<file path="src/hw/rtl/ekst_pkg.sv">
// Shared types and constants for the spike-train markage block.
// No dependencies; used by the controller, datapath and top level.
`default_nettype none

package ekst_pkg;

  // Configuration register indexes
  localparam logic CFG_DECAY_RATE = 1'b0;
  localparam logic CFG_TAU_ZERO   = 1'b1;

  localparam logic [31:0] RATE_RESET = 32'd65536;
  localparam logic [32:0] ONE_Q16    = 33'd65536;
  localparam logic [30:0] LOG2E_Q30  = 31'd1549082005;
  localparam logic [31:0] LN2_Q32    = 32'd2977044472;
  localparam logic [47:0] MAX48      = 48'hFFFF_FFFF_FFFF;
  localparam logic [5:0]  SHIFT_LIMIT = 6'd40;

  typedef enum logic [2:0] {
    ST_IDLE,
    ST_MUL1,
    ST_MUL2,
    ST_LUT,
    ST_INTERP,
    ST_MARK,
    ST_ACC,
    ST_OUT
  } ekst_state_e;

  typedef struct packed {
    logic capture;
    logic mul1;
    logic mul2;
    logic lut;
    logic interp;
    logic mark;
    logic acc;
    logic load_out;
  } ekst_cmd_t;

  typedef struct packed {
    logic out_busy;
  } ekst_status_t;

endpackage

`default_nettype wire

</file>
<file path="src/hw/rtl/ekst_ctrl.sv">
// Sequencer for the markage datapath: one beat at a time through the steps.
// Depends on ekst_pkg.
`default_nettype none

module ekst_ctrl (
  input  wire logic                  clk_i,
  input  wire logic                  rst_ni,
  input  wire logic                  in_valid_i,
  output logic                       in_ready_o,
  input  wire ekst_pkg::ekst_status_t status_i,
  output ekst_pkg::ekst_cmd_t        cmd_o
);

  ekst_pkg::ekst_state_e state_q, state_d;

  // Hold state
  always_ff @(posedge clk_i or negedge rst_ni) begin
    if (!rst_ni) begin
      state_q <= ekst_pkg::ST_IDLE;
    end else begin
      state_q <= state_d;
    end
  end

  // Advance through the steps, wait at the end for a free output register
  always_comb begin
    state_d    = state_q;
    cmd_o      = '0;
    in_ready_o = 1'b0;
    unique case (state_q)
      ekst_pkg::ST_IDLE: begin
        in_ready_o = 1'b1;
        if (in_valid_i) begin
          cmd_o.capture = 1'b1;
          state_d       = ekst_pkg::ST_MUL1;
        end
      end
      ekst_pkg::ST_MUL1: begin
        cmd_o.mul1 = 1'b1;
        state_d    = ekst_pkg::ST_MUL2;
      end
      ekst_pkg::ST_MUL2: begin
        cmd_o.mul2 = 1'b1;
        state_d    = ekst_pkg::ST_LUT;
      end
      ekst_pkg::ST_LUT: begin
        cmd_o.lut = 1'b1;
        state_d   = ekst_pkg::ST_INTERP;
      end
      ekst_pkg::ST_INTERP: begin
        cmd_o.interp = 1'b1;
        state_d      = ekst_pkg::ST_MARK;
      end
      ekst_pkg::ST_MARK: begin
        cmd_o.mark = 1'b1;
        state_d    = ekst_pkg::ST_ACC;
      end
      ekst_pkg::ST_ACC: begin
        cmd_o.acc = 1'b1;
        state_d   = ekst_pkg::ST_OUT;
      end
      ekst_pkg::ST_OUT: begin
        if (!status_i.out_busy) begin
          cmd_o.load_out = 1'b1;
          state_d        = ekst_pkg::ST_IDLE;
        end
      end
      default: state_d = ekst_pkg::ST_IDLE;
    endcase
  end

endmodule

`default_nettype wire

</file>
<file path="config.mk">
export PLATFORM = sky130hd
export DESIGN_NAME = ekst_ctrl
export DESIGN_NICKNAME = d
export VERILOG_FILES = /design/src/hw/rtl/ekst_pkg.sv /design/src/hw/rtl/ekst_ctrl.sv
export SDC_FILE = /design/constraint.sdc
export NUM_CORES = 1
export LEC_CHECK = 0
export BUFFER_PORTS_ARGS = -buffer_cell sky130_fd_sc_hd__buf_2
export CORE_AREA = 8 8 45 47
export DETAILED_ROUTE_END_ITERATION = 6
export DIE_AREA = 0 0 53 55
export HOLD_SLACK_MARGIN = 0.12
export SYNTH_ARGS = -nofsm -noshare
export SYNTH_HDL_FRONTEND = slang
export SYNTH_SLANG_ARGS = --single-unit
</file>
<file path="constraint.sdc">
create_clock -name clk_i -period 1.7 [get_ports clk_i]
set_input_delay 0 -clock clk_i [delete_from_list [all_inputs] [get_ports clk_i]]
set_output_delay 0 -clock clk_i [all_outputs]
set_load 0.02 [all_outputs]
</file>
==> flow_metrics.env, run 1 <==
export IMPL_path_cells="nor3_2, and2_1, buf_2"
export IMPL_die_w_um=53
export IMPL_totalNegativeSetupSlack_ns=0
export IMPL_area_growth_syn_to_layout_pct=60.0
export IMPL_tightest_slew_ns=0.366
export IMPL_cts_made_buffers=3
export IMPL_maxCapViolations=0
export IMPL_wl_met2_um=317
export IMPL_yosys_register_bits=3
export IMPL_gp_congestion=0.646
export IMPL_grt_usage_pct=4.21
export IMPL_ir_drop_uv=308
export IMPL_hold_path_class="input pin to register"
export IMPL_grt_pass1_wl_um=897
export IMPL_finish_utilization_pct=25.3
export IMPL_core_area_um2=1380
export IMPL_worstPathRequired_ns=1.70
export IMPL_dp_hpwl_um=429
export IMPL_diodes=0
export IMPL_crit_arrival_ns=1.23
export IMPL_slowest_delay_ns=0.50
export IMPL_synth_avg_cell_area_um2=9.12
export IMPL_initial_utilization_pct=15.8
export IMPL_grt_max_degree=13
export IMPL_worstPathBufferInverterCount=1
export IMPL_pin_count=13
export IMPL_antenna_found_initial=0
export IMPL_drt_iter0_drc=0
export IMPL_post_cts_buffers=0
export IMPL_synth_fp_nets=28
export IMPL_path_delay_family="flip-flops"
export IMPL_htreeDepth=1
export IMPL_num_nets_final=47
export IMPL_vias_per_cell=3.97
export IMPL_grt_pass1_vias=234
export IMPL_slew_viol_final=0
export IMPL_final_antenna_net_count=0
export IMPL_power_leakage_nw=0.171
export IMPL_rows=14
export IMPL_netlist_area_um2=219
export IMPL_drc_errors=0
export IMPL_cts_buffer_depth=2
export IMPL_setup_violations=0
export IMPL_cts_tree="yes"
export IMPL_dr_total_vias=230
export IMPL_clock_skew_ns=0.000440
export IMPL_dr_wl_met3_um=46
export IMPL_clock_latency_ns=0.23
export IMPL_stdcell_count=58
export IMPL_finalCriticalPeriod_ns=1.23
export IMPL_place_inst=50
export IMPL_highest_layer="met3"
export IMPL_dieArea_um2=2920
export IMPL_crit_slowest_cell="dfrtp_1"
export IMPL_stdcell_area_um2=350
export IMPL_wl_per_cell_um=9.66
export IMPL_cp_start_kind="register"
export IMPL_clkSlewWorstSetupHoldPaths_ns=0.04
export IMPL_holdWs_ns=0.600
export IMPL_yosysSeqAreaShare_pct=34.3
export IMPL_powerDensity_nw_per_um2=1780
export IMPL_synth_cell_types=13
export IMPL_worst_setup_path_type="register to output port"
export IMPL_cp_max_fo=12
export IMPL_clock_root_buffer="clkbuf_4"
export IMPL_finalCritPeriodShare_pct=72.2
export IMPL_cts_sinks=3
export IMPL_hold_violations=0
export IMPL_gr_total_overflow=0
export IMPL_slew_headroom_pct=75.6
export IMPL_rrSetupSlack_ns=0.71
export IMPL_syn_inst=24
export IMPL_largest_register="state_q"
export IMPL_top_regs="state_q (3)"
export IMPL_outcome="finished, final reports clean"
export IMPL_wl_met1_um=195
export IMPL_largest_register_ff_count=3
export IMPL_rsz0062_at_grt="false"
export IMPL_dpl_cell_area_um2=284
export IMPL_end_kind="output port"
export IMPL_fmax_ghz=0.815
export IMPL_dr_pass1_iters=1
export IMPL_routed_wl_um=560
export IMPL_die_y_um=55
export IMPL_drive_gt1_share_pct=47.6
export IMPL_port_buffers=12
export IMPL_yosysWarnings=0
## final timing paths
path	depth (start not counted)	start	endpoint
max	3	state_q[1]$_DFFE_PN0P_	cmd_o[7]
max reg2reg	2	state_q[1]$_DFFE_PN0P_	state_q[2]$_DFFE_PN0P_
min	4	status_i	state_q[1]$_DFFE_PN0P_
min reg2reg	2	state_q[2]$_DFFE_PN0P_	state_q[1]$_DFFE_PN0P_
min in group asynchronous	3	rst_ni	state_q[1]$_DFFE_PN0P_
max in group asynchronous	3	rst_ni	state_q[0]$_DFFE_PN0P_
## final cells by class
cell class,instances,area (um2)
well taps,16,20.0
clock buffers,4,26.3
repair buffers,16,100
flip-flops and latches,3,75.1
fillers,154,1030
inverters,1,3.75
multi-input cells,18,125
## cells by family (layout without fill, tap and decap cells)
group | Yosys count | count (layout) | share of synthesized area (%)
AND/OR/NAND/NOR | 14 | 14 | 46.3
AO/OA/AOI/OAI | 4 | 4 | 10.9
flip-flops | 3 | 3 | 34.3
buffers and inverters | 3 | 21 | 8.57
## layout by cell type, fill, tap and decap left out, types with 2 or more instances in the layout
| cell | n |
|---|---|
| clkbuf_4 | 3 |
| dlygate4sd3_1 | 4 |
| nand2_1 | 2 |
| buf_2 | 12 |
| nor3_2 | 2 |
| and2_1 | 2 |
| a21oi_1 | 2 |
| nor2_1 | 3 |
| nor3b_1 | 2 |
| dfrtp_1 | 3 |
| nor3b_2 | 2 |
## cell usage after synthesis
cell type | instances | area, um2
inv_2 | 1 | 3.75
and2_1 | 2 | 12.5
nor3_2 | 2 | 20.0
nor3b_1 | 2 | 15.0
dfrtp_1 | 3 | 75.1
nor3b_2 | 2 | 25.0
o22ai_1 | 1 | 6.26
and4b_1 | 1 | 10.0
a21boi_1 | 1 | 7.51
a21oi_1 | 2 | 10.0
buf_4 | 2 | 15.0
nand2_1 | 2 | 7.51
nor2_1 | 3 | 11.3
## where the power goes
group / switching (mW) / internal (mW)
clock network: 0.0370 / 0.0880
registers: 0.0937 / 0.106
logic: 0.168 / 0.132
total: 0.299 / 0.325
## worst min-delay path, stage by stage
cell and delay (ns):
dlygate4sd3_1 0.54, buf_2 0.14, nand2_1 0.06, a21oi_1 0.06
## metrics by stage
step | power [mW] | setup slack [ns]
floorplan | 0.433 | 0.593
detailed placement | 0.497 | 0.720
CTS | 0.636 | 0.464
finish | 0.624 | 0.473
global placement | 0.497 | 0.724
global route | 0.680 | 0.362
## layer usage
metal,vias to the layer above,GRT usage (%)
li1,119,-
met1,107,3.66
met2,4,7.23
met3,0,1.07
met4,0,5.17
met5,-,0
## what timing repair did
item / 4_1_cts / 5_1_grt
resized for setup: 0 / 0
hold buffers: 4 / 0
endpoints found under the hold margin: 5 / 0
endpoints found under the setup margin: 0 / 0
Power figures use the tool's default switching activity.
==> run 2, diff against run 1 <==
- clock period: 1.7 -> 1.2 ns (I/O delays scaled with it)
==> flow_metrics.env, run 2 (synthesized netlist as in run 1, its figures left out) <==
export IMPL_diodes=0
export IMPL_n_fill_cell=158
export IMPL_cts_made_buffers=3
export IMPL_grt_max_degree=13
export IMPL_reg2regPathDepth=4
export IMPL_wl_per_cell_um=10.0
export IMPL_largest_register="state_q"
export IMPL_comb_power_share_pct=55.1
export IMPL_rsz0062_at_grt="false"
export IMPL_worstPathRequired_ns=1.20
export IMPL_clock_latency_ns=0.23
export IMPL_finalCritPeriodShare_pct=94.5
export IMPL_switching_share_pct=45.3
export IMPL_setup_violations=0
export IMPL_rows=14
export IMPL_vias_per_cell=4.08
export IMPL_dieArea_um2=2920
export IMPL_dr_pass1_iters=4
export IMPL_crit_slowest_cell="dfrtp_2"
export IMPL_outcome="finished, final reports clean"
export IMPL_path_delay_family="flip-flops"
export IMPL_grt_usage_pct=4.60
export IMPL_power_switching_mw=0.455
export IMPL_die_y_um=55
export IMPL_finalCriticalPeriod_ns=1.13
export IMPL_slew_viol_final=0
export IMPL_die_w_um=53
export IMPL_pwr_share_seq_pct=27.4
export IMPL_tightest_slew_ns=0.218
export IMPL_final_antenna_net_count=0
export IMPL_drive_gt1_share_pct=60.9
export IMPL_final_cell_mix="buf_2, dlygate4sd3_1, buf_4"
export IMPL_worst_setup_path_type="register to output port"
export IMPL_port_buffers=12
export IMPL_grt_pass1_vias=245
export IMPL_cts_buffer_depth=2
export IMPL_num_nets_final=51
export IMPL_core_area_um2=1380
export IMPL_gp_congestion=0.623
export IMPL_maxCapViolations=0
export IMPL_cp_depth=3
export IMPL_dp_hpwl_um=449
export IMPL_mostFrequentLayoutCell="buf_2"
export IMPL_crit_start="state_q[1]$_DFFE_PN0P_"
export IMPL_slowest_delay_ns=0.43
export IMPL_slew_headroom_pct=85.5
export IMPL_antenna_found_initial=0
export IMPL_largest_register_ff_count=3
export IMPL_area_growth_syn_to_layout_pct=80.6
export IMPL_top_regs="state_q (3)"
export IMPL_crit_arrival_ns=1.13
export IMPL_power_leakage_nw=0.189
export IMPL_worst_slack_ns=0.0660
export IMPL_rrSetupSlack_ns=0.17
export IMPL_cts_tree="yes"
export IMPL_hold_path_class="input pin to register"
export IMPL_clkSlewWorstSetupHoldPaths_ns=0.04
export IMPL_clock_skew_ns=0.000894
export IMPL_pwr_share_clk_pct=17.6
export IMPL_totalNegativeSetupSlack_ns=0
export IMPL_worstPathBufferInverterCount=2
export IMPL_pin_count=13
export IMPL_path_cells="buf_4, nor3b_2, buf_2"
export IMPL_initial_utilization_pct=15.8
export IMPL_cp_start_kind="register"
export IMPL_drt_iter0_drc=2
export IMPL_drc_errors=0
export IMPL_gr_total_overflow=0
export IMPL_r2r_start="state_q[1]$_DFFE_PN0P_"
export IMPL_htreeDepth=1
export IMPL_crit_end="cmd_o[2]"
export IMPL_cts_sinks=3
export IMPL_end_kind="output port"
export IMPL_routed_wl_um=620
export IMPL_p_int_mw=0.550
export IMPL_ir_drop_uv=460
export IMPL_dr_total_vias=253
export IMPL_r2r_end="state_q[1]$_DFFE_PN0P_"
export IMPL_cp_max_fo=6
export IMPL_fmax_ghz=0.882
export IMPL_powerDensity_nw_per_um2=2540
export IMPL_dp_slack_ns=0.202
export IMPL_grt_pass1_wl_um=993
export IMPL_hold_violations=0
export IMPL_clock_root_buffer="clkbuf_4"
==> run 2: cell types whose count changed in the layout (fill, tap and decap cells not counted), sizes merged <==
cell	delta
clkbuf	+1
buf	+3
==> run 2: worst min path at each step <==
stage,from,end,slack [ns],cells past startpoint
3_3_place_gp,rst_ni,state_q[1]$_DFFE_PN0P_,-0.20,1
3_5_place_dp,rst_ni,state_q[2]$_DFFE_PN0P_,-0.20,1
6_report,status_i,state_q[1]$_DFFE_PN0P_,0.59,4
5_1_grt,status_i,state_q[1]$_DFFE_PN0P_,0.63,4
2_1_floorplan,rst_ni,state_q[0]$_DFFE_PN0P_,-0.30,0
4_1_cts,status_i,state_q[1]$_DFFE_PN0P_,0.59,4
==> run 2: timing repair <==
item	CTS	global route
endpoints found under the hold margin	5	0
setup buffers	0	4
hold buffers	4	0
resized for setup	2	5
pin swaps	0	2
endpoints found under the setup margin	4	4
==> run 2: cell type report <==
type / count / area (um2) / share of cell area, %
well taps: 16 / 20.0 / 5.06
inverters: 1 / 3.75 / 0.949
clock buffers: 4 / 26.3 / 6.65
flip-flops and latches: 3 / 78.8 / 19.9
multi-input cells: 18 / 130 / 32.9
repair buffers: 20 / 136 / 34.5
==> run 2: power by group through the flow <==
stage | clock (mW) | sequential (mW) | combinational, mW
finish | 0.176 | 0.275 | 0.553
floorplan | 0 | 0.198 | 0.415
CTS | 0.185 | 0.290 | 0.439
detailed placement | 0 | 0.283 | 0.428
global placement | 0 | 0.280 | 0.420
global route | 0.193 | 0.288 | 0.606
==> run 2: stage by stage <==
stage / power (mW) / util (%) / hold slack [ns] / cell area (um2) / cells
3_5_place_dp: 0.711 / 20.5 / -0.203 / 284 / 50
5_1_grt: 1.09 / 28.6 / 0.629 / 395 / 62
3_3_place_gp: 0.700 / 20.5 / -0.204 / 284 / 50
4_1_cts: 0.914 / 25.5 / 0.587 / 353 / 58
2_1_floorplan: 0.613 / - / -0.296 / 219 / 24
6_report: 1.00 / 28.6 / 0.592 / 395 / 62
==> run 2: worst register-to-register path: stages, from the launching register on <==
cell      delay [ns]
dfrtp_2         0.43
clkbuf_2        0.15
buf_4           0.14
and2_1          0.12
a21oi_1         0.11
==> run 2: per-layer routing <==
metal / routed length, um / track usage [%] / vias to the layer above
li1: - / - / 127
met1: 207 / 4.43 / 118
met2: 348 / 7.62 / 6
met3: 49 / 1.07 / 2
met4: 14 / 5.17 / 0
met5: 0 / 0 / -
==> run 3, diff against run 2 <==
--- a/config.mk
+++ b/config.mk
@@ -8,7 +8,9 @@
 export BUFFER_PORTS_ARGS = -buffer_cell sky130_fd_sc_hd__buf_2
 export CORE_AREA = 8 8 45 47
+export CTS_CLUSTER_DIAMETER = 120
 export DETAILED_ROUTE_END_ITERATION = 6
 export DIE_AREA = 0 0 53 55
 export HOLD_SLACK_MARGIN = 0.12
+export SKIP_LAST_GASP = 1
 export SYNTH_ARGS = -nofsm -noshare
 export SYNTH_HDL_FRONTEND = slang
==> constraint.sdc (replaced) <==
create_clock -name clk_i -period 1.2 [get_ports clk_i]
set_input_delay 0.12 -clock clk_i [delete_from_list [all_inputs] [get_ports clk_i]]
set_output_delay 0.12 -clock clk_i [all_outputs]
set_load 0.02 [all_outputs]
==> flow_metrics.env, run 3 (synthesized netlist as in run 1, its figures left out) <==
export IMPL_place_inst=50
export IMPL_worstPathRequired_ns=1.08
export IMPL_num_nets_final=52
export IMPL_htreeDepth=1
export IMPL_wl_per_cell_um=13.1
export IMPL_finalCritPeriodShare_pct=105
export IMPL_drc_errors=0
export IMPL_maxCapViolations=0
export IMPL_grt_pass1_vias=309
export IMPL_finalPower_mw=1.29
export IMPL_dr_total_vias=276
export IMPL_dieArea_um2=2920
export IMPL_top_regs="state_q (3)"
export IMPL_gr_usage_met3_pct=2.94
export IMPL_clkSlewWorstSetupHoldPaths_ns=0.03
export IMPL_grt_usage_pct=6.19
export IMPL_rows=14
export IMPL_violations="setup timing"
export IMPL_drt_iter0_drc=1
export IMPL_gp_congestion=0.641
export IMPL_slew_headroom_pct=86.7
export IMPL_clock_latency_ns=0.23
export IMPL_area_growth_syn_to_layout_pct=107
export IMPL_vias_per_cell=4.38
export IMPL_end_kind="output port"
export IMPL_tightest_slew_ns=0.200
export IMPL_grt_busiest_layer="met2"
export IMPL_mostFrequentLayoutCell="buf_4"
export IMPL_antenna_found_initial=0
export IMPL_grt_pass1_wl_um=1270
export IMPL_comb_power_share_pct=65.1
export IMPL_cts_made_buffers=3
export IMPL_finalCriticalPeriod_ns=1.26
export IMPL_dr_pass1_iters=3
export IMPL_p_int_mw=0.739
export IMPL_hold_violations=0
export IMPL_setup_violations=9
export IMPL_power_leakage_nw=0.212
export IMPL_switching_share_pct=42.8
export IMPL_globalRouteMet2Util_pct=11.3
export IMPL_rsz0062_at_grt="true"
export IMPL_grt_max_degree=7
export IMPL_finish_utilization_pct=32.8
export IMPL_cp_max_fo=6
export IMPL_gr_usage_met1_pct=4.89
export IMPL_core_area_um2=1380
export IMPL_fmax_ghz=0.795
export IMPL_dp_slack_ns=0.0609
export IMPL_pwr_share_clk_pct=13.4
export IMPL_drive_gt1_share_pct=74.5
export IMPL_clock_skew_ns=0.000152
export IMPL_outcome="finished, violations left"
export IMPL_dp_hpwl_um=455
export IMPL_cts_sinks=3
export IMPL_slew_viol_final=0
export IMPL_die_y_um=55
export IMPL_largest_register_ff_count=3
export IMPL_worst_slack_ns=-0.0581
export IMPL_clock_root_buffer="clkbuf_4"
export IMPL_gr_total_overflow=0
export IMPL_final_cell_mix="buf_4, buf_6, nor3b_2, buf_2"
export IMPL_crit_arrival_ns=1.14
export IMPL_ir_drop_uv=761
export IMPL_pin_count=13
export IMPL_cp_start_kind="register"
export IMPL_port_buffers=12
export IMPL_cts_buffer_depth=2
export IMPL_pwr_share_seq_pct=21.5
export IMPL_routed_wl_um=826
export IMPL_worst_setup_path_type="register to output port"
export IMPL_powerDensity_nw_per_um2=2850
export IMPL_cts_tree="yes"
export IMPL_hold_path_class="input pin to register"
export IMPL_stdcell_count=63
export IMPL_final_antenna_net_count=0
export IMPL_die_w_um=53
export IMPL_diodes=0
export IMPL_power_switching_mw=0.554
export IMPL_initial_utilization_pct=15.8
export IMPL_largest_register="state_q"
run 3: layout make-up:
type                    instances  area [um2]
fillers                       152         930
repair buffers                 21         176
multi-input cells              18         146
flip-flops and latches          3        78.8
clock buffers                   4        26.3
well taps                      16        20.0
inverters                       1        6.26
run 3: worst paths after layout:
kind	from	to	slack, ns	cells past startpoint
worst max register to register	state_q[1]$_DFFE_PN0P_	state_q[0]$_DFFE_PN0P_	-0.01	5
worst min-delay path	in_valid_i	state_q[0]$_DFFE_PN0P_	0.19	3
min in group asynchronous	rst_ni	state_q[1]$_DFFE_PN0P_	0.22	2
worst max-delay path	state_q[1]$_DFFE_PN0P_	cmd_o[5]	-0.06	3
max in group asynchronous	rst_ni	state_q[2]$_DFFE_PN0P_	0.86	2
worst min register to register	state_q[0]$_DFFE_PN0P_	state_q[0]$_DFFE_PN0P_	0.65	2
run 3: worst max-delay path: stages, from the launching register on:
cell and delay, ns:
dfrtp_2 0.46, buf_6 0.15, nor3b_2 0.14, buf_4 0.16
run 3: timing repair:
item,4_1_cts,5_1_grt
resized for setup,21,5
hold buffers,1,0
endpoints found under the hold margin,3,0
pin swaps,3,2
endpoints found under the setup margin,9,9
buffers inserted,7,1
run 3: power by group through the flow:
stage,combinational [mW],sequential (mW),clock (mW)
after floorplan,0.418,0.214,0
after global placement,0.431,0.293,0
after detailed placement,0.428,0.300,0
after CTS,0.764,0.274,0.185
after global routing,0.891,0.291,0.199
final,0.841,0.278,0.174
run 3: routing by layer:
| metal | share of wire, % | wire length, um |
|---|---|---|
| met1 | 35 | 290 |
| met4 | 0.73 | 6 |
| met5 | 0 | 0 |
| met3 | 6.9 | 57 |
| met2 | 57 | 472 |
run 3: per-stage QoR:
stage          setup TNS (ns)  hold WS, ns  instance area, um2
2_1_floorplan         -0.0249       -0.176                 225
3_3_place_gp                0      -0.0842                 290
3_5_place_dp                0      -0.0824                 290
4_1_cts                -0.339        0.159                 433
5_1_grt                -0.858        0.206                 454
6_report               -0.302        0.193                 454
